## config.mk

```make
export PLATFORM = sky130hd
export DESIGN_NAME = earliest_deadline_timer_pool_unit
export DESIGN_NICKNAME = d
export VERILOG_FILES = /design/src/edtp_pkg.sv /design/src/earliest_deadline_timer_pool_unit.sv /design/src/edtp_front.sv /design/src/edtp_queue.sv /design/src/edtp_back.sv
export SDC_FILE = /design/constraint.sdc
export NUM_CORES = 2
export LEC_CHECK = 0
export BUFFER_PORTS_ARGS = -buffer_cell sky130_fd_sc_hd__buf_4
export CORE_MARGIN = 5
export CORE_UTILIZATION = 60
export CTS_CLUSTER_DIAMETER = 40
export DETAILED_ROUTE_END_ITERATION = 16
export PLACE_DENSITY = 0.76
export SYNTH_ARGS = -nofsm -noshare
export SYNTH_HDL_FRONTEND = slang
export SYNTH_HIERARCHICAL = 1
export SYNTH_SLANG_ARGS = --single-unit
export TNS_END_PERCENT = 50
```

## constraint.sdc

```tcl
create_clock -name clk_i -period 8 [get_ports clk_i]
set_input_delay 0.4 -clock clk_i [delete_from_list [all_inputs] [get_ports clk_i]]
set_output_delay 0.4 -clock clk_i [all_outputs]
set_load 0.01 [all_outputs]
```

## src/edtp_pkg.sv

```systemverilog
// Shared types, sizes and codes for the earliest-deadline timer pool.
package edtp_pkg;

  // Pool dimensions.
  localparam int NUM_SLOTS     = 16;
  localparam int TIME_BITS     = 48;
  localparam int INTERVAL_BITS = 32;
  localparam int SLOT_IDX_W    = (NUM_SLOTS > 1) ? $clog2(NUM_SLOTS) : 1;

  // Fixed field widths of the channels.
  localparam int OP_BITS       = 2;
  localparam int SLOT_BITS     = 4;
  localparam int DEADLINE_BITS = 48;

  // Depth of the command queue between front and back.
  localparam int QUEUE_DEPTH = 4;
  localparam int QUEUE_AW    = $clog2(QUEUE_DEPTH);

  // Operation codes on the input channel.
  localparam logic [OP_BITS-1:0] OP_TICK   = 2'd0;
  localparam logic [OP_BITS-1:0] OP_ADD    = 2'd1;
  localparam logic [OP_BITS-1:0] OP_REMOVE = 2'd2;

  // Input transaction.
  typedef struct packed {
    logic [OP_BITS-1:0]       operation;
    logic [SLOT_BITS-1:0]     slot;
    logic [DEADLINE_BITS-1:0] deadline;
    logic [INTERVAL_BITS-1:0] reload_interval;
    logic                     one_shot;
  } in_t;

  // Output transaction, one per firing.
  typedef struct packed {
    logic [SLOT_BITS-1:0] fired_slot;
    logic                 still_armed;
    logic                 last_of_tick;
  } out_t;

  // Classified command kinds held in the queue.
  typedef enum logic [1:0] {
    CMD_TICK,
    CMD_ADD,
    CMD_REMOVE
  } cmd_kind_e;

  // Classified command.
  typedef struct packed {
    cmd_kind_e                kind;
    logic [SLOT_IDX_W-1:0]    slot;
    logic [TIME_BITS-1:0]     deadline;
    logic [INTERVAL_BITS-1:0] interval;
    logic                     single;
  } cmd_t;

  // Queue status seen by both sides.
  typedef struct packed {
    logic full;
    logic empty;
  } q_stat_t;

endpackage

```

## src/earliest_deadline_timer_pool_unit.sv

```systemverilog
// Top level of the earliest-deadline timer pool: front end, command queue and timer engine.
//
// Usage: input transactions on in_valid_i/in_ready_o carry an operation (tick, add,
// remove), a slot and the arming values. Output transactions on out_valid_o/out_ready_i
// report one firing each: the slot, whether it stays armed, and a last-of-tick mark.
// A tick with no due slot produces no output transaction.
// The front end accepts a transaction whenever the four-entry command queue has room,
// so the input side keeps moving while the engine works or the output stalls.
// Add and remove are done by the engine as it pops them. A tick first advances time and
// then captures the due set; each firing then takes a scan over all 16 slots for the
// earliest deadline, then a step that reports it and updates the slot.
// If the receiver stalls, the engine holds the pending firing and the queue fills;
// in_ready_o drops only when the queue is full.
// Reset clears the time count, every armed mark, the queue and the output valid flag;
// the pool accepts transactions in the first cycle after reset.
module earliest_deadline_timer_pool_unit (
  input  logic           clk_i,
  input  logic           rst_ni,
  input  logic           in_valid_i,
  output logic           in_ready_o,
  input  edtp_pkg::in_t  in_data_i,
  output logic           out_valid_o,
  input  logic           out_ready_i,
  output edtp_pkg::out_t out_data_o
);
  import edtp_pkg::*;

  q_stat_t q_stat;
  cmd_t    push_cmd;
  cmd_t    pop_cmd;
  logic    push;
  logic    pop;

  // Classification of incoming transactions.
  edtp_front u_front (
    .in_valid_i (in_valid_i),
    .in_ready_o (in_ready_o),
    .in_data_i  (in_data_i),
    .q_stat_i   (q_stat),
    .push_o     (push),
    .cmd_o      (push_cmd)
  );

  // Decoupling queue.
  edtp_queue u_queue (
    .clk_i       (clk_i),
    .rst_ni      (rst_ni),
    .push_i      (push),
    .push_data_i (push_cmd),
    .pop_i       (pop),
    .pop_data_o  (pop_cmd),
    .stat_o      (q_stat)
  );

  // Timer engine.
  edtp_back u_back (
    .clk_i       (clk_i),
    .rst_ni      (rst_ni),
    .q_stat_i    (q_stat),
    .cmd_i       (pop_cmd),
    .pop_o       (pop),
    .out_valid_o (out_valid_o),
    .out_ready_i (out_ready_i),
    .out_data_o  (out_data_o)
  );

endmodule

```

## src/edtp_front.sv

```systemverilog
// Front end: accepts input transactions and classifies them into queue commands.
module edtp_front (
  input  logic             in_valid_i,
  output logic             in_ready_o,
  input  edtp_pkg::in_t    in_data_i,
  input  edtp_pkg::q_stat_t q_stat_i,
  output logic             push_o,
  output edtp_pkg::cmd_t   cmd_o
);
  import edtp_pkg::*;

  logic slot_ok;
  logic keep;

  // The front stalls only when the queue is full.
  assign in_ready_o = !q_stat_i.full;

  // Slots beyond the pool are ignored by add and remove.
  assign slot_ok = 32'(in_data_i.slot) < NUM_SLOTS;

  // Decode the operation; unknown codes and out-of-range slots are dropped.
  always_comb begin
    keep           = 1'b0;
    cmd_o.kind     = CMD_TICK;
    cmd_o.slot     = SLOT_IDX_W'(in_data_i.slot);
    cmd_o.deadline = TIME_BITS'(in_data_i.deadline);
    cmd_o.interval = in_data_i.reload_interval;
    cmd_o.single   = in_data_i.one_shot;
    case (in_data_i.operation)
      OP_TICK: begin
        keep       = 1'b1;
        cmd_o.kind = CMD_TICK;
      end
      OP_ADD: begin
        keep       = slot_ok;
        cmd_o.kind = CMD_ADD;
      end
      OP_REMOVE: begin
        keep       = slot_ok;
        cmd_o.kind = CMD_REMOVE;
      end
      default: begin
        keep = 1'b0;
      end
    endcase
  end

  assign push_o = in_valid_i && in_ready_o && keep;

endmodule

```

## src/edtp_queue.sv

```systemverilog
// Short command queue between the front end and the timer engine.
module edtp_queue (
  input  logic              clk_i,
  input  logic              rst_ni,
  input  logic              push_i,
  input  edtp_pkg::cmd_t    push_data_i,
  input  logic              pop_i,
  output edtp_pkg::cmd_t    pop_data_o,
  output edtp_pkg::q_stat_t stat_o
);
  import edtp_pkg::*;

  cmd_t                entry_q [QUEUE_DEPTH];
  logic [QUEUE_AW-1:0] wr_ptr_q, wr_ptr_d;
  logic [QUEUE_AW-1:0] rd_ptr_q, rd_ptr_d;
  logic [QUEUE_AW:0]   count_q, count_d;
  logic                do_push;
  logic                do_pop;

  assign stat_o.full  = count_q == (QUEUE_AW+1)'(QUEUE_DEPTH);
  assign stat_o.empty = count_q == '0;
  assign do_push      = push_i && !stat_o.full;
  assign do_pop       = pop_i && !stat_o.empty;
  assign pop_data_o   = entry_q[rd_ptr_q];

  // Pointer and occupancy update.
  always_comb begin
    wr_ptr_d = do_push ? wr_ptr_q + 1'b1 : wr_ptr_q;
    rd_ptr_d = do_pop ? rd_ptr_q + 1'b1 : rd_ptr_q;
    count_d  = count_q;
    if (do_push && !do_pop) begin
      count_d = count_q + 1'b1;
    end else if (do_pop && !do_push) begin
      count_d = count_q - 1'b1;
    end
  end

  always_ff @(posedge clk_i or negedge rst_ni) begin
    if (!rst_ni) begin
      wr_ptr_q <= '0;
      rd_ptr_q <= '0;
      count_q  <= '0;
    end else begin
      wr_ptr_q <= wr_ptr_d;
      rd_ptr_q <= rd_ptr_d;
      count_q  <= count_d;
    end
  end

  // Entry storage.
  always_ff @(posedge clk_i) begin
    if (do_push) begin
      entry_q[wr_ptr_q] <= push_data_i;
    end
  end

endmodule

```

## src/edtp_back.sv

```systemverilog
// Timer engine: slot state, time count, due detection and serial earliest-deadline selection.
module edtp_back (
  input  logic              clk_i,
  input  logic              rst_ni,
  input  edtp_pkg::q_stat_t q_stat_i,
  input  edtp_pkg::cmd_t    cmd_i,
  output logic              pop_o,
  output logic              out_valid_o,
  input  logic              out_ready_i,
  output edtp_pkg::out_t    out_data_o
);
  import edtp_pkg::*;

  localparam logic [1:0] ST_IDLE = 2'd0;
  localparam logic [1:0] ST_DUE  = 2'd1;
  localparam logic [1:0] ST_SCAN = 2'd2;
  localparam logic [1:0] ST_FIRE = 2'd3;
  localparam int SUM_W = ((TIME_BITS > INTERVAL_BITS) ? TIME_BITS : INTERVAL_BITS) + 1;
  localparam logic [SLOT_IDX_W-1:0] LAST_IDX = SLOT_IDX_W'(NUM_SLOTS - 1);

  logic [1:0]               state_q, state_d;
  logic [TIME_BITS-1:0]     now_q, now_d;
  logic [NUM_SLOTS-1:0]     armed_q, armed_d;
  logic [NUM_SLOTS-1:0]     due_q, due_d;
  logic [TIME_BITS-1:0]     deadline_q [NUM_SLOTS];
  logic [INTERVAL_BITS-1:0] interval_q [NUM_SLOTS];
  logic [NUM_SLOTS-1:0]     single_q;
  logic [SLOT_IDX_W-1:0]    idx_q, idx_d;
  logic [SLOT_IDX_W-1:0]    best_q, best_d;
  logic [TIME_BITS-1:0]     best_dl_q, best_dl_d;
  logic                     found_q, found_d;
  logic                     out_valid_q, out_valid_d;
  out_t                     out_q, out_d;
  logic                     wr_add;
  logic                     wr_reload;
  logic                     fire;
  logic [NUM_SLOTS-1:0]     due_now;
  logic [NUM_SLOTS-1:0]     remaining;
  logic [SUM_W-1:0]         reload_sum;
  logic [TIME_BITS-1:0]     reload_dl;

  // Every armed slot whose deadline has been reached by the current time.
  always_comb begin
    for (int i = 0; i < NUM_SLOTS; i++) begin
      due_now[i] = armed_q[i] && (deadline_q[i] <= now_q);
    end
  end

  // Due set left over once the selected slot has fired.
  assign remaining = due_q & ~(NUM_SLOTS'(1) << best_q);

  // Periodic reload, saturating at the top of the time range.
  assign reload_sum = SUM_W'(best_dl_q) + SUM_W'(interval_q[best_q]);
  assign reload_dl  = ((reload_sum >> TIME_BITS) != '0) ? '1 : reload_sum[TIME_BITS-1:0];

  // Sequencer: execute one command, or run a tick through its firings.
  always_comb begin
    state_d     = state_q;
    now_d       = now_q;
    armed_d     = armed_q;
    due_d       = due_q;
    idx_d       = idx_q;
    best_d      = best_q;
    best_dl_d   = best_dl_q;
    found_d     = found_q;
    out_valid_d = out_valid_q && !out_ready_i;
    out_d       = out_q;
    pop_o       = 1'b0;
    wr_add      = 1'b0;
    wr_reload   = 1'b0;
    fire        = 1'b0;
    case (state_q)
      ST_IDLE: begin
        if (!q_stat_i.empty) begin
          pop_o = 1'b1;
          case (cmd_i.kind)
            CMD_TICK: begin
              now_d   = now_q + 1'b1;
              state_d = ST_DUE;
            end
            CMD_ADD: begin
              armed_d[cmd_i.slot] = 1'b1;
              wr_add              = 1'b1;
            end
            CMD_REMOVE: begin
              armed_d[cmd_i.slot] = 1'b0;
            end
            default: begin
            end
          endcase
        end
      end
      ST_DUE: begin
        // The due set is frozen here, from the state at the tick.
        due_d   = due_now;
        idx_d   = '0;
        found_d = 1'b0;
        state_d = (due_now != '0) ? ST_SCAN : ST_IDLE;
      end
      ST_SCAN: begin
        // Strict compare in ascending order keeps ties on the lower slot.
        if (due_q[idx_q] && (!found_q || (deadline_q[idx_q] < best_dl_q))) begin
          best_d    = idx_q;
          best_dl_d = deadline_q[idx_q];
          found_d   = 1'b1;
        end
        if (idx_q == LAST_IDX) begin
          state_d = ST_FIRE;
        end else begin
          idx_d = idx_q + 1'b1;
        end
      end
      ST_FIRE: begin
        // At most one firing per slot per tick.
        if (!out_valid_q || out_ready_i) begin
          fire                 = 1'b1;
          out_valid_d          = 1'b1;
          out_d.fired_slot     = SLOT_BITS'(best_q);
          out_d.still_armed    = !single_q[best_q];
          out_d.last_of_tick   = remaining == '0;
          due_d                = remaining;
          idx_d                = '0;
          found_d              = 1'b0;
          if (single_q[best_q]) begin
            armed_d[best_q] = 1'b0;
          end else begin
            wr_reload = 1'b1;
          end
          state_d = (remaining == '0) ? ST_IDLE : ST_SCAN;
        end
      end
      default: begin
        state_d = ST_IDLE;
      end
    endcase
  end

  // Control registers.
  always_ff @(posedge clk_i or negedge rst_ni) begin
    if (!rst_ni) begin
      state_q     <= ST_IDLE;
      now_q       <= '0;
      armed_q     <= '0;
      due_q       <= '0;
      found_q     <= 1'b0;
      out_valid_q <= 1'b0;
    end else begin
      state_q     <= state_d;
      now_q       <= now_d;
      armed_q     <= armed_d;
      due_q       <= due_d;
      found_q     <= found_d;
      out_valid_q <= out_valid_d;
    end
  end

  // Payload registers and slot storage.
  always_ff @(posedge clk_i) begin
    idx_q     <= idx_d;
    best_q    <= best_d;
    best_dl_q <= best_dl_d;
    out_q     <= out_d;
    if (wr_add) begin
      deadline_q[cmd_i.slot] <= cmd_i.deadline;
      interval_q[cmd_i.slot] <= cmd_i.interval;
      single_q[cmd_i.slot]   <= cmd_i.single;
    end else if (wr_reload) begin
      deadline_q[best_q] <= reload_dl;
    end
  end

  assign out_valid_o = out_valid_q;
  assign out_data_o  = out_q;

`ifndef ASSERT_OFF
  // A firing always has a selected slot behind it.
  assert property (@(posedge clk_i) disable iff (!rst_ni)
    (state_q == ST_FIRE) |-> found_q)
    else $error("fire state reached without a selected slot");

  // A scan only runs while slots remain due.
  assert property (@(posedge clk_i) disable iff (!rst_ni)
    (state_q == ST_SCAN) |-> (due_q != '0))
    else $error("scan running with an empty due set");

  // During a tick every due slot is still armed.
  assert property (@(posedge clk_i) disable iff (!rst_ni)
    ((state_q == ST_SCAN) || (state_q == ST_FIRE)) |-> ((due_q & ~armed_q) == '0))
    else $error("disarmed slot still marked due");

  // A slot fires at most once per tick.
  assert property (@(posedge clk_i) disable iff (!rst_ni)
    fire |=> !due_q[$past(best_q)])
    else $error("fired slot still marked due");
`endif

endmodule
```

==> results.py <==
metrics = {
    "outcome": {
        "status": "complete, but fails checks",
        "failed_checks": "capacitance limit, slew limit",
    },
    "pwr": {
        "powerDensity_nw_per_um2": 369,
        "leakage_nw": 34.9,
        "ir_worst_vdd_mv": 0.321,
    },
    "clock_network": {
        "cts_inserted_buffers": 222,
        "cts_tree": "yes",
        "h-tree-depth": 4,
        "cts_resized": 0,
        "path_clk_slew_ns": 0.06,
        "clkLatencyLatePin_ns": 0.89,
        "cts_sinks": 1805,
        "root_buffer": "clkbuf_16",
        "clk_path_buf_depth": 3,
    },
    "floorplanning": {
        "die_h_um": 396,
        "ios": 99,
        "core_um2": 148000,
        "rows": 141,
        "dieArea_um2": 157000,
        "start_util_pct": 60.4,
        "die_w_um": 396,
    },
    "run": {
        "cap_violations": 1,
    },
    "place": {
        "port_buffers": 98,
        "place_ws_ns": 1.60,
        "dp_hpwl_mm": 198,
        "gp_congestion": 1.03,
        "dpl.cell_count": 7475,
    },
    "worst_setup_path": {
        "r2r-end": "u_back/deadline_q[15][22]",
        "r2r_setup_slack_ns": 1.31,
        "cp.arrival_ns": 7.15,
        "worst_setup_path_end_kind": "register",
        "crit_end": "u_back/deadline_q[15][22]",
        "crit_path_start_kind": "register",
        "required_ns": 8.46,
        "crit_type": "register to register",
        "cp_max_fo": 64,
        "reg2reg_depth": 13,
    },
    "sta": {
        "fin_tns_setup_ns": 0,
        "max_slew.worst_pin.slew_ns": 1.50,
        "finClkSkew_ns": 0.0930,
        "setup_ws_ns": 1.31,
        "rsz0062_at_grt": "no",
        "hold_violations": 0,
        "period_minus_slack_ns": 6.69,
        "setup_viol": 0,
        "fmax_ghz": 0.149,
        "min_period_over_period_pct": 83.7,
        "maxSlewHeadroom_pct": -1.15,
        "drv_slew": 3,
    },
    "synth": {
        "synthDistinctLibCells": 86,
        "synth_seq_cells": 1805,
        "netlist_area_um2": 89400,
        "avgSynthCellArea_um2": 16.0,
        "seq_area_frac_synth_pct": 60.0,
        "syn-instance-count": 5572,
        "synth-edff-count": 1706,
        "synth_flop_cell": "edfxtp_1",
        "syn_nets": 6522,
        "synth_warnings": 6,
        "ys_async_sr_fraction_pct": 5.04,
    },
    "detailed_routing": {
        "vias_per_cell": 7.26,
        "antenna_left": 0,
        "route.detailed.drc": 0,
        "via_count": 58100,
        "firstDrtPassIters": 6,
        "wl_per_cell_um": 36.8,
        "wl_mm": 294,
        "drt_iter0_drc": 8879,
    },
    "cells_and_area": {
        "finalNonFillerCells": 7997,
        "final_common_cell": "edfxtp_1",
        "final_layout_size_suffix_gt1_share_pct": 19.2,
        "seq_area_um2": 53700,
        "fin_util_pct": 68.5,
        "syn2layout_area_growth_pct": 13.4,
        "fillers": 9293,
        "final_cell_mix": "edfxtp_1 (1706), ha_1 (857), mux4_2 (497)",
        "multi_input_area_um2": 34300,
        "fin_nets": 6810,
    },
    "global_route": {
        "met3_usage_pct": 12.1,
        "grtUsageMet1_pct": 48.2,
        "grt_pass1_vias": 57300,
        "grt_pass1_wl_mm": 416,
        "grt_remaining_overflow": 0,
        "busiest_layer": "met2",
        "met2_usage_pct": 57.5,
        "grt_max_degree": 70,
        "antenna_found_initial": 19,
        "grtUsageTotal_pct": 37.4,
    },
    "min_path": {
        "hold_class": "primary input to async pin",
    },
}
[critical path, stage by stage (launching register included)]
cell	delay, ns
dfxtp_4	1.06
buf_4	0.42
mux4_2	0.38
mux4_2	0.51
ha_1	0.36
a211oi_1	0.40
o211ai_1	0.27
a31o_1	0.27
a21oi_1	0.38
o21ai_1	0.28
a31oi_1	0.73
o31ai_4	0.39
buf_12	0.31
o22a_1	0.43
[worst min-delay path by stage]
| stage | start | end | slack [ns] | depth (start not counted) |
|---|---|---|---|---|
| 3_3_place_gp | u_back/now_q[31] | u_back/now_q[31] | 0.46 | 1 |
| 3_5_place_dp | u_back/now_q[31] | u_back/now_q[31] | 0.46 | 1 |
| 2_1_floorplan | rst_ni | async pin | 0.10 | 0 |
| 6_report | rst_ni | u_back/now_q[29] | 0.20 | 2 |
| 4_1_cts | in_valid_i | u_queue/wr_ptr_q[0] | 0.18 | 4 |
| 5_1_grt | in_valid_i | u_queue/wr_ptr_q[0] | 0.24 | 4 |
[through the flow]
step	hold slack, ns	area [um^2]	power (mW)
floorplan	0.104	89400	21.5
global placement	0.460	92700	26.2
detailed placement	0.462	92700	26.4
CTS	0.183	101000	37.0
global route	0.237	101000	38.5
finish	0.205	101000	37.4
[flip-flops by register name (all words and copies together), names as in the netlist, 4 cells and up, named ones only]
name,flops
u_back/idx_q,4
u_back/best_q,4
u_back/interval_q,512
u_back/deadline_q,768
u_back/now_q,48
u_back/due_q,16
u_queue/entry_q,348
u_back/single_q,16
u_back/best_dl_q,48
u_back/out_data_o,6
[cell type report]
cell class | instances | share of cell area [%]
inverter | 155 | 0.574
antenna | 9 | 0.0222
clock buffer | 249 | 5.63
multi-input combinational | 3368 | 33.8
timing repair buffer | 308 | 2.61
sequential | 1805 | 52.9
clock inverter | 173 | 2.07
tap | 1930 | 2.38
[per-layer routing]
| metal | share of wire, % | vias to the layer above | routed length (um) |
|---|---|---|---|
| met4 | 6.5 | 18 | 19100 |
| met2 | 45 | 4611 | 133000 |
| li1 | - | 23400 | - |
| met1 | 34 | 29000 | 101000 |
| met5 | 0.052 | - | 154 |
| met3 | 14 | 1006 | 41300 |
[cells by family (layout without fill, tap and decap cells)]
logic type	after synthesis	after routing	share of synthesized area, %
DFF	1805	1805	60.0
AOI/OAI and AO/OA	953	953	6.78
and+or+nand+nor	950	950	5.41
adders and majority gates	859	859	12.0
muxes	513	513	12.7
buffers and inverters	399	885	2.12
xor gates and xnor gates	93	93	0.911
other	0	9	0
[report_power, final]
part | total [mW] | switching (mW) | internal (mW)
registers | 14.0 | 1.21 | 12.8
clock network | 10.4 | 4.36 | 6.08
logic | 13.0 | 8.20 | 4.80
total | 37.4 | 13.8 | 23.7
[cells in the mapped netlist, types with 12 or more instances]
cell type	instances	area [um^2]
a2111oi_0	13	114
a211o_1	16	140
a211oi_1	58	435
a21o_1	87	653
a21oi_1	282	1410
a22o_1	12	105
a31oi_1	22	138
and3_1	21	131
and4_1	18	158
buf_1	33	124
buf_4	91	683
clkbuf_1	107	402
dfrtp_1	91	2280
edfxtp_1	1706	51200
ha_1	857	10700
inv_1	144	541
mux4_2	497	11200
nand2_1	240	901
nand2b_1	32	200
nand3_1	112	561
nand4_1	169	1060
nor2_1	160	601
nor2b_1	36	225
nor3_1	69	345
nor4_1	30	188
o211ai_1	33	248
o21a_1	20	150
o21ai_0	145	726
o21ai_1	87	435
o21bai_1	13	97.6
o22a_1	44	385
o22ai_1	20	125
o31ai_1	12	90.1
or3_1	12	75.1
xnor2_1	80	701
xor2_1	13	114
[timing repair]
item,4_1_cts,5_1_grt
hold buffers,90,0
buffers inserted,0,0
endpoints found under the hold margin,393,0
Note: power is estimated with default switching activity, not from simulation.
